<file path="src/hw/rtl/assert_macros.svh">
// assert_macros.svh: assertion macros shared by the rtl
// no dependencies
`ifndef ASSERT_MACROS_SVH
`define ASSERT_MACROS_SVH

// checked every edge, reset included
`define ASSERT_ALWAYS(label, clk, prop, msg) \
   label: assert property (@(posedge clk) prop) else $error(msg);

// checked only outside reset
`define ASSERT_RUN(label, clk, rst, prop, msg) \
   label: assert property (@(posedge clk) disable iff (rst) prop) else $error(msg);

`endif

</file>
<file path="src/hw/rtl/dphs_pkg.sv">
// dphs_pkg: types, codes and reset values for the double pulse haptic sequencer
// no dependencies
`timescale 1ns / 1ps

package dphs_pkg;

   localparam int TIMER_BITS_DEF = 26;
   localparam int REG_BITS       = 26;
   localparam int BYTE_BITS      = 8;
   localparam int IDX_BITS       = 3;

   localparam logic [REG_BITS-1:0]  WAIT_LIMIT_RST   = 26'd30000000;
   localparam logic [REG_BITS-1:0]  PULSE_LENGTH_RST = 26'd140000;
   localparam logic [REG_BITS-1:0]  GAP_LENGTH_RST   = 26'd180000;
   localparam logic [REG_BITS-1:0]  REASSERT_RST     = 26'd40000;
   localparam logic [BYTE_BITS-1:0] STRENGTH_RST     = 8'd36;
   localparam logic [BYTE_BITS-1:0] MOTOR_SEL_RST    = 8'h04;

   typedef enum logic [IDX_BITS-1:0] {
      REG_WAIT_LIMIT   = 3'd0,
      REG_PULSE_LENGTH = 3'd1,
      REG_GAP_LENGTH   = 3'd2,
      REG_REASSERT     = 3'd3,
      REG_STRENGTH     = 3'd4,
      REG_MOTOR_SEL    = 3'd5
   } reg_idx_type;

   typedef enum logic [2:0] {
      PH_IDLE   = 3'd0,
      PH_WAIT   = 3'd1,
      PH_PULSE1 = 3'd2,
      PH_GAP    = 3'd3,
      PH_PULSE2 = 3'd4
   } phase_type;

   typedef enum logic [1:0] {
      ACT_NONE  = 2'd0,
      ACT_DRIVE = 2'd1,
      ACT_STOP  = 2'd2
   } action_type;

   typedef enum logic [2:0] {
      EV_NONE      = 3'd0,
      EV_QUEUED    = 3'd1,
      EV_STARTED   = 3'd2,
      EV_SKIPPED   = 3'd3,
      EV_COMPLETED = 3'd4
   } event_type;

   typedef struct packed {
      logic kind;
      logic partner_ready;
   } req_type;

   typedef struct packed {
      logic [1:0]           action;
      logic [BYTE_BITS-1:0] drive_mask;
      logic [BYTE_BITS-1:0] drive_strength;
      logic [2:0]           event_res;
      logic [2:0]           phase_now;
   } rsp_type;

   typedef struct packed {
      logic [IDX_BITS-1:0] index;
      logic [REG_BITS-1:0] wdata;
   } csr_type;

   typedef struct packed {
      logic [REG_BITS-1:0]  wait_limit;
      logic [REG_BITS-1:0]  pulse_length;
      logic [REG_BITS-1:0]  gap_length;
      logic [REG_BITS-1:0]  reassert_interval;
      logic [BYTE_BITS-1:0] pulse_strength;
      logic [BYTE_BITS-1:0] motor_select;
   } cfg_type;

endpackage

</file>
<file path="src/hw/rtl/dphs_engine.sv">
// dphs_engine: phase machine and down-counters, one item per advance strobe
// depends on dphs_pkg
`timescale 1ns / 1ps

module dphs_engine #(
   parameter int TIMER_BITS = dphs_pkg::TIMER_BITS_DEF
) (
   input  logic              clock,
   input  logic              reset,
   input  logic              advance,
   input  dphs_pkg::req_type item,
   input  dphs_pkg::cfg_type cfg,
   output dphs_pkg::rsp_type result
);

   dphs_pkg::phase_type   phase_ff, phase_in;
   logic [TIMER_BITS-1:0] wait_ff, wait_in;
   logic [TIMER_BITS-1:0] prem_ff, prem_in;
   logic [TIMER_BITS-1:0] reas_ff, reas_in;
   logic [TIMER_BITS-1:0] wait_dec, prem_dec, reas_dec;
   dphs_pkg::action_type  act;
   dphs_pkg::event_type   evt;

   assign wait_dec = (wait_ff != '0) ? wait_ff - TIMER_BITS'(1) : '0;
   assign prem_dec = (prem_ff != '0) ? prem_ff - TIMER_BITS'(1) : '0;
   assign reas_dec = (reas_ff != '0) ? reas_ff - TIMER_BITS'(1) : '0;

   always_comb begin
      phase_in = phase_ff;
      wait_in  = wait_ff;
      prem_in  = prem_ff;
      reas_in  = reas_ff;
      act      = dphs_pkg::ACT_NONE;
      evt      = dphs_pkg::EV_NONE;
      if (item.kind) begin
         phase_in = dphs_pkg::PH_WAIT;
         wait_in  = TIMER_BITS'(cfg.wait_limit);
         prem_in  = '0;
         reas_in  = '0;
         evt      = dphs_pkg::EV_QUEUED;
      end else if (phase_ff != dphs_pkg::PH_IDLE) begin
         wait_in = wait_dec;
         prem_in = prem_dec;
         reas_in = reas_dec;
         unique case (phase_ff)
            dphs_pkg::PH_WAIT: begin
               if (item.partner_ready) begin
                  phase_in = dphs_pkg::PH_PULSE1;
                  prem_in  = TIMER_BITS'(cfg.pulse_length);
                  reas_in  = TIMER_BITS'(cfg.reassert_interval);
                  act      = dphs_pkg::ACT_DRIVE;
                  evt      = dphs_pkg::EV_STARTED;
               end else if (wait_dec == '0) begin
                  phase_in = dphs_pkg::PH_IDLE;
                  evt      = dphs_pkg::EV_SKIPPED;
               end
            end
            dphs_pkg::PH_GAP: begin
               if (prem_dec == '0) begin
                  phase_in = dphs_pkg::PH_PULSE2;
                  prem_in  = TIMER_BITS'(cfg.pulse_length);
                  reas_in  = TIMER_BITS'(cfg.reassert_interval);
                  act      = dphs_pkg::ACT_DRIVE;
               end
            end
            dphs_pkg::PH_PULSE1, dphs_pkg::PH_PULSE2: begin
               if (prem_dec == '0) begin
                  act = dphs_pkg::ACT_STOP;
                  if (phase_ff == dphs_pkg::PH_PULSE1) begin
                     phase_in = dphs_pkg::PH_GAP;
                     prem_in  = TIMER_BITS'(cfg.gap_length);
                  end else begin
                     phase_in = dphs_pkg::PH_IDLE;
                     evt      = dphs_pkg::EV_COMPLETED;
                  end
               end else if (reas_dec == '0) begin
                  act     = dphs_pkg::ACT_DRIVE;
                  reas_in = TIMER_BITS'(cfg.reassert_interval);
               end
            end
            default: phase_in = dphs_pkg::PH_IDLE;
         endcase
      end
   end

   always_comb begin
      result.action         = act;
      result.drive_mask     = (act == dphs_pkg::ACT_DRIVE) ? cfg.motor_select : '0;
      result.drive_strength = (act == dphs_pkg::ACT_DRIVE) ? cfg.pulse_strength : '0;
      result.event_res      = evt;
      result.phase_now      = phase_in;
   end

   always_ff @(posedge clock) begin
      if (reset) begin
         phase_ff <= dphs_pkg::PH_IDLE;
         wait_ff  <= '0;
         prem_ff  <= '0;
         reas_ff  <= '0;
      end else if (advance) begin
         phase_ff <= phase_in;
         wait_ff  <= wait_in;
         prem_ff  <= prem_in;
         reas_ff  <= reas_in;
      end
   end

endmodule

</file>
<file path="config.mk">
export PLATFORM = sky130hd
export DESIGN_NAME = dphs_engine
export DESIGN_NICKNAME = d
export VERILOG_FILES = /design/src/hw/rtl/assert_macros.svh /design/src/hw/rtl/dphs_pkg.sv /design/src/hw/rtl/dphs_engine.sv
export SDC_FILE = /design/constraint.sdc
export NUM_CORES = 1
export LEC_CHECK = 0
export BUFFER_PORTS_ARGS = -buffer_cell sky130_fd_sc_hd__buf_2
export CAP_MARGIN = 20
export CELL_PAD_IN_SITES_DETAIL_PLACEMENT = 1
export CELL_PAD_IN_SITES_GLOBAL_PLACEMENT = 2
export CORE_ASPECT_RATIO = 1.2
export CORE_MARGIN = 2
export CORE_UTILIZATION = 30
export CTS_BUF_LIST = sky130_fd_sc_hd__clkbuf_4
export CTS_CLUSTER_DIAMETER = 30
export DETAILED_ROUTE_END_ITERATION = 10
export GPL_TIMING_DRIVEN = 0
export HOLD_SLACK_MARGIN = 0.15
export PLACE_DENSITY_LB_ADDON = 0.1
export SYNTH_ARGS = -nofsm -noshare
export SYNTH_HDL_FRONTEND = slang
export SYNTH_SLANG_ARGS = --single-unit
</file>
<file path="constraint.sdc">
create_clock -name clock -period 4.4 [get_ports clock]
set_input_delay 0.22 -clock clock [delete_from_list [all_inputs] [get_ports clock]]
set_output_delay 0.22 -clock clock [all_outputs]
set_load 0.02 [all_outputs]
</file>
==> results of run 1 <==
## where the power goes
group          internal [uW]  switching [uW]
logic                    612            1030
clock network            176             320
registers                771            51.5
## routing by layer
metal | GRT usage (%) | vias to the layer above
met5 | 0 | -
met4 | 8.83 | 2
met3 | 3.40 | 57
met2 | 47.6 | 242
met1 | 33.4 | 4299
li1 | - | 4350
## worst paths after layout
kind | to | cells past startpoint | slack (ps)
max reg2reg | prem_ff[20] | 14 | 150
min | prem_ff[11] | 4 | 190
max | result[8] | 13 | 150
min reg2reg | wait_ff[11] | 2 | 510
## synth_stat cells (all sizes together) (19+ instances only)
master / instances
dfxtp: 81
o21ai: 85
and2: 20
clkbuf: 65
xnor2: 27
nor4: 29
nor2: 109
or3: 23
buf: 19
nand2: 108
a21oi: 69
a211oi: 26
nor3: 52
## sequential cells by signal (all words and copies together) (netlist names)
name / count
prem_ff: 26
reas_ff: 26
wait_ff: 26
phase_ff: 3
## kinds of logic after synthesis
group	Yosys count
flops	81
xor+xnor	41
buf+inv	97
compound gates	338
simple gates	451
fa+ha+maj	6
## metrics by stage
stage	setup WS [ps]	cell area (um2)	util [%]
6_report	152	9550	41.0
5_1_grt	-1.75	9540	41.0
4_1_cts	17.9	9450	40.6
3_5_place_dp	162	8300	35.6
3_3_place_gp	126	8290	35.6
2_1_floorplan	935	7160	-
## critical path: stages (launching register included)
cell	delay, ps
dfxtp_4	400
or4_4	580
or3_1	320
buf_2	180
or4_4	540
a21oi_2	180
and4_4	300
a21bo_4	150
and2_4	130
buf_6	150
o21a_4	170
buf_4	150
and2_1	130
buf_2	160
## area by class of cell
cell class | instances | area, um2
inverter | 13 | 48.8
clock inverter | 6 | 58.8
buffer | 79 | 380
fill | 2978 | 13700
sequential | 81 | 1630
antenna | 3 | 7.51
clock buffer | 10 | 75.1
tap | 315 | 394
timing repair buffer | 253 | 1770
multi-input combinational | 836 | 5180
## timing repair
action | CTS | global route
pin swaps | 1 | 3
hold endpoints to repair | 78 | 0
gates resized for setup | 8 | 19
hold buffers | 97 | 0
buffers inserted | 1 | 6
endpoints found under the setup margin | 17 | 23
==> impl_metrics.csv, run 1 <==
group,metric,value,unit
status,status,"complete, no violations",
pwr,power.density,310,nW/um2
grt,grt_max_degree,14,
placed_design,dp.final_hpwl,25500,um
logic_synthesis,syn_inst,1014,
worst_setup_path,cp-end-kind,"primary output",
cells_and_area,fin_nets,1404,
clock_tree,clock_latency,500,ps
timing,finalSetupViolations,0,
clock_tree,cts.sinks,81,
clock_tree,clockBufferDepth,2,
placed_design,portBuffers,148,
detailed_routing,finalWirelength,34200,um
floorplanning,die-area,25100,um2
pwr,ir_drop,0.000108,V
logic_synthesis,synth_top_family_by_area,"simple AND/OR/NAND/NOR gates",
detailed_routing,drc,0,
placed_design,gp_congestion,0.879,
floorplanning,placementRows,61,
placed_design,dp.cells,1478,
worst_setup_path,critical_path.startpoint,"prem_ff[6]",
logic_synthesis,syn-num-nets,1145,
hold_path,hp-start,"cfg[79]",
worst_setup_path,cp_max_fo,10,
grt,track_usage,26.8,%
worst_setup_path,path_class,"flip-flop to primary output",
logic_synthesis,yosysWarnings,0,
detailed_routing,dr_wl_met2,16900,um
timing,relSlewSlack,33.3,%
worst_setup_path,worstPathRequired,4180,ps
cells_and_area,mostFrequentLayoutCells,"buf_2, nor2_1, nand2_1, dlygate4sd3_1, dfxtp_1",
logic_synthesis,synthArstFlopShare,0,%
cells_and_area,drive_above_1_share,18.9,%
logic_synthesis,synth-simple-area-share,32.6,%
logic_synthesis,synth_seq_cells,81,
worst_setup_path,crit_arrival,4030,ps
detailed_routing,top_layer,"met5",
clock_tree,cts_buffers,9,
clock_tree,cts_tree,"done",
cells_and_area,fin_cells,1596,
logic_synthesis,syn_area_per_cell,7.06,um2
timing,post-route-min-period,4250,ps
floorplanning,die_w,145,um
timing,fmax,0.235,GHz
detailed_routing,avgRoutedWirePerCell,21.5,um
logic_synthesis,synth-xor-area-share,5.02,%
detailed_routing,wl_met3,1500,um
timing,min_period_over_period,96.6,%
grt,grt_pass1_wl,53200,um
detailed_routing,vias_per_cell,5.61,
pwr,leakage,0.00379,uW
logic_synthesis,synth_top_area_cell,"dfxtp_1",
grt,grt_pass1_vias,9264,
cells_and_area,area_growth,33.4,%
timing,worstMarginPinSlew,1000,ps
clock_tree,clk_pin_slew,150,ps
cells_and_area,final_common_cell,"buf_2",
timing,slew_violations,0,
logic_synthesis,synth_compound_area_share,32.5,%
timing,final-hold-violation-count,0,
detailed_routing,first_pass_iters,5,
logic_synthesis,synth_flop_cell,"dfxtp_1",
logic_synthesis,syn-cell-area,7160,um2
detailed_routing,ant_nets,0,
flow_run,drv_cap,0,
floorplanning,die_h,173,um
logic_synthesis,synth_top_area_share,22.7,%
worst_setup_path,startpoint_type,"flip-flop",
floorplanning,core,23300,um2
pwr,power.total,2960,uW
grt,antenna_found_initial,4,
floorplanning,initial_core_util,30.7,%
hold_path,min_path_type,"input pin to flip-flop",
timing,hold-worst-slack,188,ps
floorplanning,io-pin-count,149,
clock_tree,cts_max_level,3,
worst_setup_path,worstReg2RegStart,"prem_ff[6]",
timing,finClkSkew,19.9,ps
logic_synthesis,synthAdderAreaFrac,1.05,%
logic_synthesis,netlist_top_cells_area,"dfxtp_1, nor2_1, nand2_1",
detailed_routing,dr_total_vias,8950,
logic_synthesis,yosysUniqueCellTypes,80,
timing,tns,0,ps
grt,grt_overflow,0,
logic_synthesis,synth-seq-area-share,22.7,%
logic_synthesis,synthMuxAreaShare,0,%
detailed_routing,drtIter0Drc,449,
detailed_routing,wl_met1,15100,um
logic_synthesis,synth_edf_count,0,
clock_tree,cts_root_buffer,"clkbuf_4",
Note: power is estimated with default switching activity, not from simulation.
==> run 2: changes to the inputs <==
--- a/config.mk
+++ b/config.mk
@@ -5,7 +5,7 @@
 export SDC_FILE = /design/constraint.sdc
 export NUM_CORES = 1
 export LEC_CHECK = 0
-export BUFFER_PORTS_ARGS = -buffer_cell sky130_fd_sc_hd__buf_2
+export BUFFER_PORTS_ARGS = -buffer_cell sky130_fd_sc_hd__buf_4
 export CAP_MARGIN = 20
 export CELL_PAD_IN_SITES_DETAIL_PLACEMENT = 1
 export CELL_PAD_IN_SITES_GLOBAL_PLACEMENT = 2
@@ -15,9 +15,9 @@
 export CTS_BUF_LIST = sky130_fd_sc_hd__clkbuf_4
 export CTS_CLUSTER_DIAMETER = 30
 export DETAILED_ROUTE_END_ITERATION = 10
-export GPL_TIMING_DRIVEN = 0
 export HOLD_SLACK_MARGIN = 0.15
 export PLACE_DENSITY_LB_ADDON = 0.1
+export SKIP_LAST_GASP = 1
 export SYNTH_ARGS = -nofsm -noshare
 export SYNTH_HDL_FRONTEND = slang
 export SYNTH_SLANG_ARGS = --single-unit
==> impl_metrics.csv, run 2 (synthesis gave the netlist of run 1 again) <==
group,metric,value,unit
worst_setup_path,worstPathRequired,4180,ps
grt,grt_pass1_vias,8810,
worst_setup_path,cp-end-kind,"primary output",
grt,grt_pass1_wl,49900,um
worst_setup_path,path_class,"flip-flop to primary output",
floorplanning,io-pin-count,149,
clock_tree,clockBufferDepth,2,
hold_path,worstHoldPathCells,3,
cells_and_area,seqCellArea,1620,um2
clock_tree,cts_max_level,3,
floorplanning,core,23300,um2
floorplanning,die_h,173,um
cells_and_area,fin_nets,1359,
cells_and_area,fin_area,9720,um2
cells_and_area,fillers,2899,
grt,track_usage,24.5,%
floorplanning,die_w,145,um
cells_and_area,area_growth,35.8,%
clock_tree,clock_latency,500,ps
cells_and_area,drive_above_1_share,20.0,%
pwr,ir_drop,0.000137,V
detailed_routing,finalWirelength,31400,um
detailed_routing,drtIter0Drc,495,
worst_setup_path,critical_path.startpoint,"prem_ff[7]",
clock_tree,cts_tree,"done",
worst_setup_path,r2r_slack,270,ps
pwr,leakage,0.00389,uW
placed_design,dpl-instance-area,8570,um2
timing,finalSetupViolations,0,
placed_design,dp.final_hpwl,22600,um
placed_design,gp_congestion,0.881,
floorplanning,die-area,25100,um2
worst_setup_path,cp_max_fo,17,
detailed_routing,ant_nets,0,
floorplanning,placementRows,61,
clock_tree,cts_root_buffer,"clkbuf_4",
hold_path,min_path_type,"input pin to flip-flop",
cells_and_area,reg.largest.list,"prem_ff (26), reas_ff (26), wait_ff (26)",
clock_tree,cts.sinks,81,
status,status,"complete, no violations",
detailed_routing,dr_total_vias,8738,
placed_design,dpl_worst_slack,479,ps
timing,min_period_over_period,94.2,%
cells_and_area,multi_input_area,5150,um2
placed_design,portBuffers,148,
clock_tree,cts_buffers,9,
timing,relSlewSlack,36.5,%
detailed_routing,avgRoutedWirePerCell,20.3,um
pwr,power.total,2890,uW
grt,grt_overflow,0,
grt,antenna_found_initial,1,
cells_and_area,final_common_cell,"buf_4",
worst_setup_path,crit_arrival,3920,ps
detailed_routing,vias_per_cell,5.64,
timing,slew_violations,0,
clock_tree,clk_pin_slew,160,ps
detailed_routing,drc,0,
timing,fin_ws,256,ps
worst_setup_path,ff2ff_path_depth,13,
pwr,power.density,297,nW/um2
timing,finClkSkew,25.8,ps
worst_setup_path,worstReg2RegStart,"prem_ff[1]",
timing,fmax,0.241,GHz
detailed_routing,first_pass_iters,7,
hold_path,min_to,"prem_ff[18]",
flow_run,drv_cap,0,
floorplanning,initial_core_util,30.7,%
timing,rsz0062_at_grt,"no",
cells_and_area,mostFrequentLayoutCells,"buf_4, nor2_1, nand2_1, dlygate4sd3_1, dfxtp_1",
worst_setup_path,r2r-end,"prem_ff[2]",
timing,worstMarginPinSlew,952,ps
timing,tns,0,ps
timing,final-hold-violation-count,0,
grt,grt_max_degree,41,
worst_setup_path,startpoint_type,"flip-flop",
timing,post-route-min-period,4140,ps
hold_path,hp-start,"cfg[60]",
cells_and_area,utilization,41.8,%
-- run 2: worst max path at each step --
stage / end / slack [ps]
floorplan: result[10] / 940
global placement: prem_ff[13] / 600
detailed placement: prem_ff[3] / 480
CTS: prem_ff[12] / 50
global route: result[16] / 10
finish: result[9] / 260
-- run 2: repair_timing --
action / 4_1_cts / 5_1_grt
endpoints found under the hold margin: 78 / 0
hold buffers: 98 / 0
endpoints found under the setup margin: 16 / 37
gates resized for setup: 1 / 4
buffers inserted: 0 / 5
cloned: 0 / 0
-- run 2: metal layers --
layer / part of all wire (%) / routed length, um / global-route usage [%]
met5: 0 / 0 / 0
met4: 2.4 / 741 / 7.92
met3: 3.8 / 1190 / 3.25
met2: 49 / 15300 / 41.8
met1: 45 / 14200 / 31.9
-- run 2: final cells by class --
class                   instances  share of cell area, %
multi-input cells             836                   53.0
flip-flops and latches         81                   16.7
clock inverters                 7                  0.386
clock buffers                   9                  0.695
repair buffers                287                   24.7
diodes                          1                 0.0257
inverters                      13                  0.502
well taps                     315                   4.06
-- run 2: power breakdown --
group          total, uW  internal, uW  switching, uW
combinational       1630           651            979
clock                424           109            315
sequential           836           771           65.0
total               2890          1530           1360
-- run 2: per-stage QoR --
stage,instances,hold WS (ps)
floorplan,1014,329
global placement,1429,444
detailed placement,1429,447
CTS,1543,151
global route,1549,192
finish,1549,181
-- run 2: worst max-delay path: stages (launching register included) --
cell and delay, ps:
dfxtp_1 390, or4_4 570, or3_1 460, or4_4 560, a21oi_1 190, and4_4 310, a21oi_2 100, and3_4 250
o21a_4 260, and2_1 170, buf_4 150
